`config.mk`:
```
export PLATFORM = sky130hd
export DESIGN_NAME = rv64i_instruction_decoder_unit
export DESIGN_NICKNAME = d
export VERILOG_FILES = /design/src/rtl/core/rvdec_pkg.sv /design/src/rtl/core/rvdec_ram.sv /design/src/rtl/core/rvdec_decode.sv /design/src/rtl/core/rv64i_instruction_decoder_unit.sv
export SDC_FILE = /design/constraint.sdc
export NUM_CORES = 2
export LEC_CHECK = 0
export BUFFER_PORTS_ARGS = -buffer_cell sky130_fd_sc_hd__buf_2
export CAP_MARGIN = 20
export CORE_UTILIZATION = 70
export CTS_BUF_LIST = sky130_fd_sc_hd__clkbuf_2 sky130_fd_sc_hd__clkbuf_4 sky130_fd_sc_hd__clkbuf_8
export DETAILED_ROUTE_END_ITERATION = 8
export PLACE_DENSITY = 0.9
export SETUP_SLACK_MARGIN = 0.1
export SLEW_MARGIN = 20
export SYNTH_ARGS = -nofsm -noshare
export SYNTH_HDL_FRONTEND = slang
export SYNTH_MEMORY_MAX_BITS = 65536
export SYNTH_SLANG_ARGS = --single-unit
```
`constraint.sdc`:
```
create_clock -name clk_i -period 25.7 [get_ports clk_i]
set_input_delay 2.57 -clock clk_i [delete_from_list [all_inputs] [get_ports clk_i]]
set_output_delay 2.57 -clock clk_i [all_outputs]
set_load 0.05 [all_outputs]
```
`src/rtl/core/rvdec_pkg.sv`:
```
`timescale 1ns / 1ps
// ----------------------------------------------------------------------------
// RV64I decode package
// Types, codes and constants shared by the decode stage and its decoder.
// ----------------------------------------------------------------------------
package rvdec_pkg;

  localparam int unsigned RegCount   = 32;
  localparam int unsigned RegIdxW    = 5;
  localparam int unsigned XLen       = 64;
  localparam int unsigned MemBytesDefault = 262144;
  localparam logic [RegIdxW-1:0] RegSp = 5'd2;

  typedef enum logic {
    REQ_DECODE = 1'b0,
    REQ_WRITE  = 1'b1
  } req_e;

  typedef enum logic [1:0] {
    ST_OK     = 2'd0,
    ST_NOT32  = 2'd1,
    ST_UNIMPL = 2'd2
  } status_e;

  typedef enum logic [3:0] {
    CAT_LOAD      = 4'd0,
    CAT_STORE     = 4'd1,
    CAT_BRANCH    = 4'd2,
    CAT_JALR      = 4'd3,
    CAT_JAL       = 4'd4,
    CAT_OP_IMM    = 4'd5,
    CAT_OP        = 4'd6,
    CAT_AUIPC     = 4'd7,
    CAT_LUI       = 4'd8,
    CAT_OP_IMM_32 = 4'd9,
    CAT_OP_32     = 4'd10,
    CAT_SYSTEM    = 4'd11,
    CAT_UNIMPL    = 4'd12
  } cat_e;

  localparam logic [4:0] OPC_LOAD      = 5'h00;
  localparam logic [4:0] OPC_OP_IMM    = 5'h04;
  localparam logic [4:0] OPC_AUIPC     = 5'h05;
  localparam logic [4:0] OPC_OP_IMM_32 = 5'h06;
  localparam logic [4:0] OPC_STORE     = 5'h08;
  localparam logic [4:0] OPC_OP        = 5'h0c;
  localparam logic [4:0] OPC_LUI       = 5'h0d;
  localparam logic [4:0] OPC_OP_32     = 5'h0e;
  localparam logic [4:0] OPC_BRANCH    = 5'h18;
  localparam logic [4:0] OPC_JALR      = 5'h19;
  localparam logic [4:0] OPC_JAL       = 5'h1b;
  localparam logic [4:0] OPC_SYSTEM    = 5'h1c;

  typedef struct packed {
    status_e              status;
    cat_e                 category;
    logic [RegIdxW-1:0]   rd;
    logic [2:0]           f3;
    logic [6:0]           f7;
    logic [31:0]          imm;
    logic                 use_rs1;
    logic                 use_rs2;
    logic                 use_iimm;
    logic [11:0]          iimm;
    logic [RegIdxW-1:0]   rs1;
    logic [RegIdxW-1:0]   rs2;
  } dec_t;

  function automatic cat_e opc_category(input logic [4:0] opc);
    cat_e cat;
    case (opc)
      OPC_LOAD:      cat = CAT_LOAD;
      OPC_OP_IMM:    cat = CAT_OP_IMM;
      OPC_AUIPC:     cat = CAT_AUIPC;
      OPC_OP_IMM_32: cat = CAT_OP_IMM_32;
      OPC_STORE:     cat = CAT_STORE;
      OPC_OP:        cat = CAT_OP;
      OPC_LUI:       cat = CAT_LUI;
      OPC_OP_32:     cat = CAT_OP_32;
      OPC_BRANCH:    cat = CAT_BRANCH;
      OPC_JALR:      cat = CAT_JALR;
      OPC_JAL:       cat = CAT_JAL;
      OPC_SYSTEM:    cat = CAT_SYSTEM;
      default:       cat = CAT_UNIMPL;
    endcase
    return cat;
  endfunction

endpackage

```
`src/rtl/core/rvdec_ram.sv`:
```
`timescale 1ns / 1ps
// ----------------------------------------------------------------------------
// Generic RAM
// One write port and one read port with registered read data.
// ----------------------------------------------------------------------------
module rvdec_ram #(
  parameter int unsigned Width = 64,
  parameter int unsigned Depth = 32,
  localparam int unsigned AddrW = (Depth > 1) ? $clog2(Depth) : 1
) (
  input  logic             clk_i,
  input  logic             we_i,
  input  logic [AddrW-1:0] waddr_i,
  input  logic [Width-1:0] wdata_i,
  input  logic             re_i,
  input  logic [AddrW-1:0] raddr_i,
  output logic [Width-1:0] rdata_o
);

  logic [Width-1:0] mem_q [Depth];
  logic [Width-1:0] rdata_q;

  always_ff @(posedge clk_i) begin
    if (we_i) begin
      mem_q[waddr_i] <= wdata_i;
    end
    if (re_i) begin
      rdata_q <= mem_q[raddr_i];
    end
  end

  assign rdata_o = rdata_q;

endmodule

```
`src/rtl/core/rvdec_decode.sv`:
```
`timescale 1ns / 1ps
// ----------------------------------------------------------------------------
// RV64I instruction field decoder
// Classifies an instruction word and extracts its fields and immediates.
// ----------------------------------------------------------------------------
module rvdec_decode (
  input  logic [31:0]       instr_i,
  output rvdec_pkg::dec_t   dec_o
);

  rvdec_pkg::cat_e cat;
  logic [31:0]     w;

  assign w   = instr_i;
  assign cat = rvdec_pkg::opc_category(w[6:2]);

  always_comb begin
    dec_o          = '0;
    dec_o.status   = rvdec_pkg::ST_OK;
    dec_o.category = rvdec_pkg::CAT_UNIMPL;
    dec_o.rs1      = w[19:15];
    dec_o.rs2      = w[24:20];
    dec_o.iimm     = w[31:20];
    if (w[1:0] != 2'b11) begin
      dec_o.status = rvdec_pkg::ST_NOT32;
    end else begin
      dec_o.category = cat;
      case (cat)
        rvdec_pkg::CAT_LOAD, rvdec_pkg::CAT_JALR, rvdec_pkg::CAT_OP_IMM,
        rvdec_pkg::CAT_OP_IMM_32, rvdec_pkg::CAT_SYSTEM: begin
          dec_o.rd       = w[11:7];
          dec_o.f3       = w[14:12];
          dec_o.use_rs1  = 1'b1;
          dec_o.use_iimm = 1'b1;
        end
        rvdec_pkg::CAT_STORE: begin
          dec_o.f3      = w[14:12];
          dec_o.use_rs1 = 1'b1;
          dec_o.use_rs2 = 1'b1;
          dec_o.imm     = {{20{w[31]}}, w[31:25], w[11:7]};
        end
        rvdec_pkg::CAT_BRANCH: begin
          dec_o.f3      = w[14:12];
          dec_o.use_rs1 = 1'b1;
          dec_o.use_rs2 = 1'b1;
          dec_o.imm     = {{19{w[31]}}, w[31], w[7], w[30:25], w[11:8], 1'b0};
        end
        rvdec_pkg::CAT_AUIPC, rvdec_pkg::CAT_LUI: begin
          dec_o.rd  = w[11:7];
          dec_o.imm = {w[31:12], 12'b0};
        end
        rvdec_pkg::CAT_JAL: begin
          dec_o.rd  = w[11:7];
          dec_o.imm = {{11{w[31]}}, w[31], w[19:12], w[20], w[30:21], 1'b0};
        end
        rvdec_pkg::CAT_OP, rvdec_pkg::CAT_OP_32: begin
          dec_o.rd      = w[11:7];
          dec_o.f3      = w[14:12];
          dec_o.f7      = w[31:25];
          dec_o.use_rs1 = 1'b1;
          dec_o.use_rs2 = 1'b1;
        end
        default: begin
          dec_o.status   = rvdec_pkg::ST_UNIMPL;
          dec_o.category = rvdec_pkg::CAT_UNIMPL;
        end
      endcase
    end
  end

endmodule

```
`src/rtl/core/rv64i_instruction_decoder_unit.sv`:
```
`timescale 1ns / 1ps
// ----------------------------------------------------------------------------
// RV64I instruction decode unit
// Decode stage with its 32 x 64-bit register file.
// ----------------------------------------------------------------------------
// The unit accepts one request per cycle while in_stall_o is low. A decode
// request yields one result: the register file sits in two copies of a
// synchronous RAM, one per source operand, whose registered read data pass
// through the output register. A write request loads one register and
// yields no result; a decode request accepted in the next cycle already
// sees the new value. Register x0 is an ordinary register. After
// reset every register reads zero except x2, which reads MemoryBytes; a
// per-register valid bit stands in for the reset contents until written.
module rv64i_instruction_decoder_unit #(
  parameter int unsigned MemoryBytes = rvdec_pkg::MemBytesDefault
) (
  input  logic                               clk_i,
  input  logic                               rst_ni,
  input  logic                               in_valid_i,
  output logic                               in_stall_o,
  input  logic                               opcode_i,
  input  logic [31:0]                        instruction_word_i,
  input  logic [rvdec_pkg::RegIdxW-1:0]      write_index_i,
  input  logic signed [rvdec_pkg::XLen-1:0]  write_value_i,
  output logic                               out_valid_o,
  input  logic                               out_stall_i,
  output logic [1:0]                         status_o,
  output logic [3:0]                         category_o,
  output logic [rvdec_pkg::RegIdxW-1:0]      dest_reg_o,
  output logic [2:0]                         func3_o,
  output logic [6:0]                         func7_o,
  output logic signed [31:0]                 imm_offset_o,
  output logic signed [rvdec_pkg::XLen-1:0]  left_value_o,
  output logic signed [rvdec_pkg::XLen-1:0]  right_value_o
);

  localparam int unsigned XLen = rvdec_pkg::XLen;

  logic                          accept;
  logic                          dec_req;
  logic                          wr_req;
  rvdec_pkg::dec_t               dec;
  logic [XLen-1:0]               rdata1;
  logic [XLen-1:0]               rdata2;
  logic [XLen-1:0]               op1;
  logic [XLen-1:0]               op2;
  logic [XLen-1:0]               left_d;
  logic [XLen-1:0]               right_d;
  logic                          s1_adv;

  logic [rvdec_pkg::RegCount-1:0] vld_q, vld_d;
  logic                          s1_valid_q, s1_valid_d;
  rvdec_pkg::dec_t               s1_dec_q;
  logic                          s1_vld1_q;
  logic                          s1_vld2_q;
  logic                          s2_valid_q, s2_valid_d;
  rvdec_pkg::dec_t               s2_dec_q;
  logic [XLen-1:0]               s2_left_q;
  logic [XLen-1:0]               s2_right_q;

  function automatic logic [XLen-1:0] reset_value(input logic [rvdec_pkg::RegIdxW-1:0] idx);
    return (idx == rvdec_pkg::RegSp) ? XLen'(MemoryBytes) : '0;
  endfunction

  assign accept     = in_valid_i && !in_stall_o;
  assign dec_req    = accept && (opcode_i == rvdec_pkg::REQ_DECODE);
  assign wr_req     = accept && (opcode_i == rvdec_pkg::REQ_WRITE);
  assign s1_adv     = s1_valid_q && (!s2_valid_q || !out_stall_i);
  assign in_stall_o = s1_valid_q && s2_valid_q && out_stall_i;

  rvdec_decode u_decode (
    .instr_i (instruction_word_i),
    .dec_o   (dec)
  );

  rvdec_ram #(
    .Width (XLen),
    .Depth (rvdec_pkg::RegCount)
  ) u_rf_rs1 (
    .clk_i   (clk_i),
    .we_i    (wr_req),
    .waddr_i (write_index_i),
    .wdata_i (write_value_i),
    .re_i    (dec_req),
    .raddr_i (dec.rs1),
    .rdata_o (rdata1)
  );

  rvdec_ram #(
    .Width (XLen),
    .Depth (rvdec_pkg::RegCount)
  ) u_rf_rs2 (
    .clk_i   (clk_i),
    .we_i    (wr_req),
    .waddr_i (write_index_i),
    .wdata_i (write_value_i),
    .re_i    (dec_req),
    .raddr_i (dec.rs2),
    .rdata_o (rdata2)
  );

  always_comb begin
    vld_d = vld_q;
    if (wr_req) begin
      vld_d[write_index_i] = 1'b1;
    end
    s1_valid_d = dec_req || (s1_valid_q && !s1_adv);
    if (s1_adv) begin
      s2_valid_d = 1'b1;
    end else if (!out_stall_i) begin
      s2_valid_d = 1'b0;
    end else begin
      s2_valid_d = s2_valid_q;
    end
  end

  always_comb begin
    op1     = s1_vld1_q ? rdata1 : reset_value(s1_dec_q.rs1);
    op2     = s1_vld2_q ? rdata2 : reset_value(s1_dec_q.rs2);
    left_d  = s1_dec_q.use_rs1 ? op1 : '0;
    right_d = '0;
    if (s1_dec_q.use_rs2) begin
      right_d = op2;
    end else if (s1_dec_q.use_iimm) begin
      right_d = {{(XLen-12){s1_dec_q.iimm[11]}}, s1_dec_q.iimm};
    end
  end

  always_ff @(posedge clk_i or negedge rst_ni) begin
    if (!rst_ni) begin
      vld_q      <= '0;
      s1_valid_q <= 1'b0;
      s2_valid_q <= 1'b0;
    end else begin
      vld_q      <= vld_d;
      s1_valid_q <= s1_valid_d;
      s2_valid_q <= s2_valid_d;
    end
  end

  always_ff @(posedge clk_i) begin
    if (dec_req) begin
      s1_dec_q  <= dec;
      s1_vld1_q <= vld_q[dec.rs1];
      s1_vld2_q <= vld_q[dec.rs2];
    end
    if (s1_adv) begin
      s2_dec_q   <= s1_dec_q;
      s2_left_q  <= left_d;
      s2_right_q <= right_d;
    end
  end

  assign out_valid_o   = s2_valid_q;
  assign status_o      = s2_dec_q.status;
  assign category_o    = s2_dec_q.category;
  assign dest_reg_o    = s2_dec_q.rd;
  assign func3_o       = s2_dec_q.f3;
  assign func7_o       = s2_dec_q.f7;
  assign imm_offset_o  = s2_dec_q.imm;
  assign left_value_o  = s2_left_q;
  assign right_value_o = s2_right_q;

endmodule
```
After elaboration in Yosys (flattened, before gate mapping)
Memories as Yosys holds them, arrays and structs flattened. A register that Yosys moved wholly into a read port is not among the register bits.
Index checks and enable logic that the tools add are counted.
W data, S select, Z words.
{"block": "op_classes", "n_eq_ne": 15, "n_reduce_logical": 26, "bitwise": 6, "order_cmp": 4, "mux": 21}
{"cell": "$mux W64", "n": 4}
{"cell": "$pmux W32 S4", "n": 1}
{"cell": "$mux W19", "n": 2}
{"cell": "$or A32 B32 Y32", "n": 1}
{"cell": "$lt A5 B6 Y1 const B", "n": 3}
{"cell": "$eq A4 B3 Y1 const B", "n": 4}
{"cell": "$eq A4 B4 Y1 const B", "n": 4}
{"cell": "$reduce_or A12 Y1", "n": 1}
{"cell": "$reduce_or A2 Y1", "n": 6}
{"cell": "$bmux W1 S5", "n": 2}
{"cell": "$eq A5 B2 Y1 const B", "n": 2}
{"cell": "$mux W1", "n": 10}
{"cell": "$reduce_or A10 Y1", "n": 1}
{"cell": "$reduce_or A9 Y1", "n": 1}
{"cell": "$eq A4 B2 Y1 const B", "n": 2}
{"cell": "$logic_and A1 B1 Y1", "n": 8}
{"cell": "$mux W6", "n": 1}
{"cell": "$demux W1 S5", "n": 1}
{"cell": "$ge A5 B1 Y1 const B", "n": 1}
{"cell": "$not A1 Y1", "n": 5}
{"cell": "$reduce_or A5 Y1", "n": 1}
{"cell": "$eq A4 B1 Y1 const B", "n": 1}
{"cell": "$logic_not A1 Y1", "n": 4}
{"cell": "$logic_not A4 Y1", "n": 1}
{"cell": "4 further kinds", "n": 5}
{"block": "totals", "ff_bits": 295, "ramBits": 4096, "memories": 3, "mem_bits_ro": 128, "elab_cells": 100}
{"name": "u_rf_rs1.mem_q", "words": 32, "width": 64, "read_ports": 1, "rd_clocked_by_memory_dff": 1, "wr": 1, "line_no": "rvdec_ram.sv:20", "rtl": "logic [Width-1:0] mem_q [Depth];"}
{"name": "u_rf_rs2.mem_q", "words": 32, "width": 64, "read_ports": 1, "rd_clocked_by_memory_dff": 1, "wr": 1, "line_no": "rvdec_ram.sv:20"}
{"name": "(no name shown)", "words": 32, "width": 4, "read_ports": 1, "rd_clocked_by_memory_dff": 0, "wr": 0, "line_no": "rvdec_pkg.sv:71", "rtl": "case (opc)"}

Longest topological paths before layout
{"block": "depth", "word_depth": 7, "ltp_mapped": 10, "depth_no_buf": 8}

Modules after synthesis
A second synthesis with hierarchy kept.
{"block": "hier_totals", "cells_unflattened": 6984, "area_unflattened_um2": 171256.7}
{"module": "rvdec_ram", "cells_per_inst": 3097, "area_each_um2": 79605.1, "n_inst": 2}
{"module": "rv64i_instruction_decoder_unit", "cells_per_inst": 600, "area_each_um2": 10820.4, "n_inst": 1}
{"module": "rvdec_decode", "cells_per_inst": 190, "area_each_um2": 1226.2, "n_inst": 1}

Worst setup path before layout
No wires, ideal clock.
{"block": "synth_path", "kind": "input to register", "startpoint": "input out_stall_i", "endpoint": "register s2_dec_q, in the netlist category_o[0] (enable)", "setup_slack_ns": 9.085, "cell_stages": 1, "setup_time_ns": 0.996, "t_arrival_ns": 15.619, "required_time_ns": 24.704, "cell_sequence": "a21boi_0"}
{"block": "synth_between", "elab_chain_cells": 3}
{"item": "start: declaration", "line_no": "rv64i_instruction_decoder_unit.sv:26", "rtl": "input logic out_stall_i,"}
{"item": "$logic_not A1 Y1"}
{"item": "$logic_or A1 B1 Y1", "line_no": "rv64i_instruction_decoder_unit.sv:68", "rtl": "assign s1_adv = s1_valid_q && (!s2_valid_q || !out_stall_i);"}
{"item": "$logic_and A1 B1 Y1", "line_no": "rv64i_instruction_decoder_unit.sv:68"}
{"item": "end signal: assignment", "line_no": "rv64i_instruction_decoder_unit.sv:148", "rtl": "s2_dec_q <= s1_dec_q;"}
{"item": "end: declaration", "line_no": "rv64i_instruction_decoder_unit.sv:57", "rtl": "rvdec_pkg::dec_t s2_dec_q;"}
Every way passes these cells.
A chain may end at the register's enable or synchronous reset.

==> impl_metrics.py <==
metrics = {
    "timing": {
        "fin_hold_ws_ps": 415,
        "finalCritPeriodShare": 0.262,
        "hold_violations": 0,
        "slew-limit-headroom": 0.163,
        "tightest_slew_ps": 1260,
        "finalCriticalPeriod_ps": 6730,
        "fmax_mhz": 149,
        "slew_violations": 0,
        "rsz0062_at_grt": "no",
        "fin_skew_ps": 59.1,
        "tns_ps": 0,
        "setup_viol_count_final": 0,
    },
    "global_route": {
        "antenna_found_initial": 41,
        "grt_max_degree": 167,
        "grt.total_usage": 0.434,
        "grt_pass1_wl_mm": 467,
        "grt_remaining_overflow": 0,
        "grt_pass1_vias": 63900,
    },
    "cts": {
        "hold_buffers": 0,
        "clk_pin_slew_ps": 70,
        "numCtsBuffers": 389,
        "cts_setup_buffers": 0,
        "cts_root_buf": "clkbuf_8",
        "cts_buffer_depth": 4,
        "ctsResizeCount": 0,
        "cts_tree": "yes",
        "cts_sinks": 2466,
        "cts-htree-levels": 5,
        "clk_latency_ps": 1090,
    },
    "route": {
        "vias": 62900,
        "route.detailed.drc": 1,
        "vias_per_cell": 8.46,
        "routed_wl_mm": 334,
        "first_pass_iters": 9,
        "drt_iter0_markers": 12400,
        "wl_per_cell_um": 44.9,
        "ant_nets": 0,
    },
    "final_layout": {
        "area_growth_syn_to_layout_pct": 10.3,
        "final.fill_count": 6684,
        "seqCellArea_mm2": 0.0739,
        "utilization": 0.777,
        "final_nets": 5185,
        "final_cells": 7429,
        "multi_input_area_mm2": 0.0334,
        "drive_gt1_frac": 0.466,
    },
    "floorplan": {
        "die_area_mm2": 0.157,
        "die_w_um": 396,
        "start_util": 0.704,
        "core_area_mm2": 0.154,
        "top_level_ports": 289,
        "rows": 144,
        "fp.dieH_um": 396,
    },
    "critical_path": {
        "crit_chain": "buf_8 > buf_12 > buf_4 > buf_4 > mux4_2 > mux4_2 > mux2_2",
        "critPathTopFamily": "buffers and inverters",
        "critPathArrivalTime_ps": 7520,
        "crit_fanout": 103,
        "cp_data_required_time_ps": 26490,
        "worstSetupStartpointType": "input pin",
        "critical_path_class": "in -> reg",
        "cp-end-kind": "flip-flop",
        "max_stage_delay_ps": 910,
        "cp_num_buf_inv": 4,
        "crit_slowest_cell": "buf_4",
    },
    "yosys": {
        "yosysWarnings": 0,
        "synth_cell_types": 54,
        "synth_top_area_cell": "edfxtp_1",
        "synthArstFlopShare": 0.0138,
        "syn_nets": 4738,
        "synth_area_mm2": 0.109,
        "synth_edf_count": 2432,
        "synth_cells": 4626,
        "synth_flop_cell": "edfxtp_1",
        "syn_area_per_cell_um2": 23.5,
        "ys_seq_area_frac": 0.681,
        "yosysTopAreaCellShare": 0.673,
        "ys_ff_latch": 2466,
        "synthTopCellsByArea": "edfxtp_1 67%, mux4_2 27%, mux2_2 1.3%",
    },
    "min_path": {
        "holdCritPathClass": "reg -> reg",
    },
    "outcome": {
        "outcome": "complete, but fails checks",
        "violations": "DRC",
    },
    "place": {
        "post-place-cells": 6724,
        "gp_congestion": 0.847,
        "io_buffers": 288,
        "dp_hpwl_mm": 181,
    },
    "power_and_ir_drop": {
        "vdd_drop_max_mv": 0.0661,
        "p_leak_uw": 0.0385,
        "finalPower_uw": 8480,
        "p_per_area_mw_per_mm2": 70.8,
    },
    "flow_run": {
        "cap_viol_max_count": 0,
    },
}
==> cells in the mapped netlist, types with 11 or more instances <==
cell	number
mux4_2	1300
a22o_1	11
or2_2	34
nand2_1	12
buf_2	109
buf_1	32
dfrtp_1	34
a21oi_1	26
a21o_1	54
and3_1	63
and2_1	16
edfxtp_1	2432
mux2_2	130
nor2_1	67
clkbuf_1	196
==> where the power goes <==
part | internal (uW) | leakage (uW) | switching, uW
combinational | 297 | 0.0121 | 415
sequential | 4500 | 0.0225 | 41.8
clock | 1690 | 0.00385 | 1540
==> cell type report <==
type	count	area share
Antenna cell	33	0.000690
Clock inverter	154	0.00734
Multi-Input combinational cell	1803	0.279
Tap cell	2044	0.0214
Sequential cell	2466	0.617
Clock buffer	516	0.0534
Inverter	8	0.000251
Timing Repair Buffer	405	0.0212
==> worst register-to-register path: stages, from the launching register on <==
cell and delay [ps]:
dfrtp_1 430, nand3_1 150, nand2_1 130, nor3b_1 560, nand3b_1 460, nor2_4 820
buf_4 890, buf_4 850
==> path summary, 6_finish.rpt <==
path	startpoint	to	slack, ps	depth (start not counted)
min reg2reg	s1_dec_q[46]	imm_offset_o[21]	410	0
max	instruction_word_i[15]	u_rf_rs1.rdata_o[51]	18970	7
max reg2reg	out_valid_o	u_rf_rs2.mem_q[17][6]	20980	7
max in group asynchronous	rst_ni	vld_q[5]	23500	1
min in group asynchronous	rst_ni	s1_valid_q	1590	1
min	s1_dec_q[46]	imm_offset_o[21]	410	0
==> cells in the final DEF, fill, tap and decap left out, drive strengths merged, types with 4 or more instances in the layout <==
| cell | instances |
|---|---|
| a211oi | 6 |
| a21o | 54 |
| a21oi | 26 |
| a22o | 11 |
| a22oi | 4 |
| and2 | 16 |
| and3 | 63 |
| buf | 405 |
| bufinv | 8 |
| clkbuf | 516 |
| clkinv | 137 |
| clkinvlp | 8 |
| dfrtp | 34 |
| diode | 33 |
| edfxtp | 2432 |
| ha | 6 |
| inv | 9 |
| mux2 | 130 |
| mux4 | 1300 |
| nand2 | 12 |
| nand2b | 4 |
| nand3 | 9 |
| nand3b | 5 |
| nor2 | 68 |
| nor3 | 8 |
| nor4b | 6 |
| o21ai | 5 |
| or2 | 34 |
==> routing by layer <==
layer / track usage / routed length, um
met2: 0.646 / 155000
met4: 0.247 / 23100
met3: 0.162 / 59600
met1: 0.561 / 96100
met5: 0 / 203
==> logic make-up after synthesis <==
group                      synth area share
adders and majority gates          0.000692
AOI/OAI and AO/OA                   0.00831
DFF                                   0.681
xor gates and xnor gates           0.000242
buffers and inverters                0.0141
muxes                                 0.284
and+or+nand+nor                      0.0122
==> state kept, by name, summed over array words and instances, names as in the netlist, 2 cells and up <==
name and count:
s1_dec_q 73, u_rf_rs2.mem_q 1408, u_rf_rs2.rdata_o 64, right_value_o 64, func3_o 3, category_o 4, dest_reg_o 5, imm_offset_o 32
func7_o 7, u_rf_rs1.mem_q 640, vld_q 32, status_o 2, u_rf_rs1.rdata_o 64, left_value_o 64
==> stage by stage <==
stage          area, um2  setup WS [ps]
6_report          120000          18970
3_5_place_dp      112000          17870
2_1_floorplan     109000           9090
4_1_cts           120000          18950
3_3_place_gp      112000          18000
5_1_grt           120000          18650
Power figures use the tool's default switching activity.
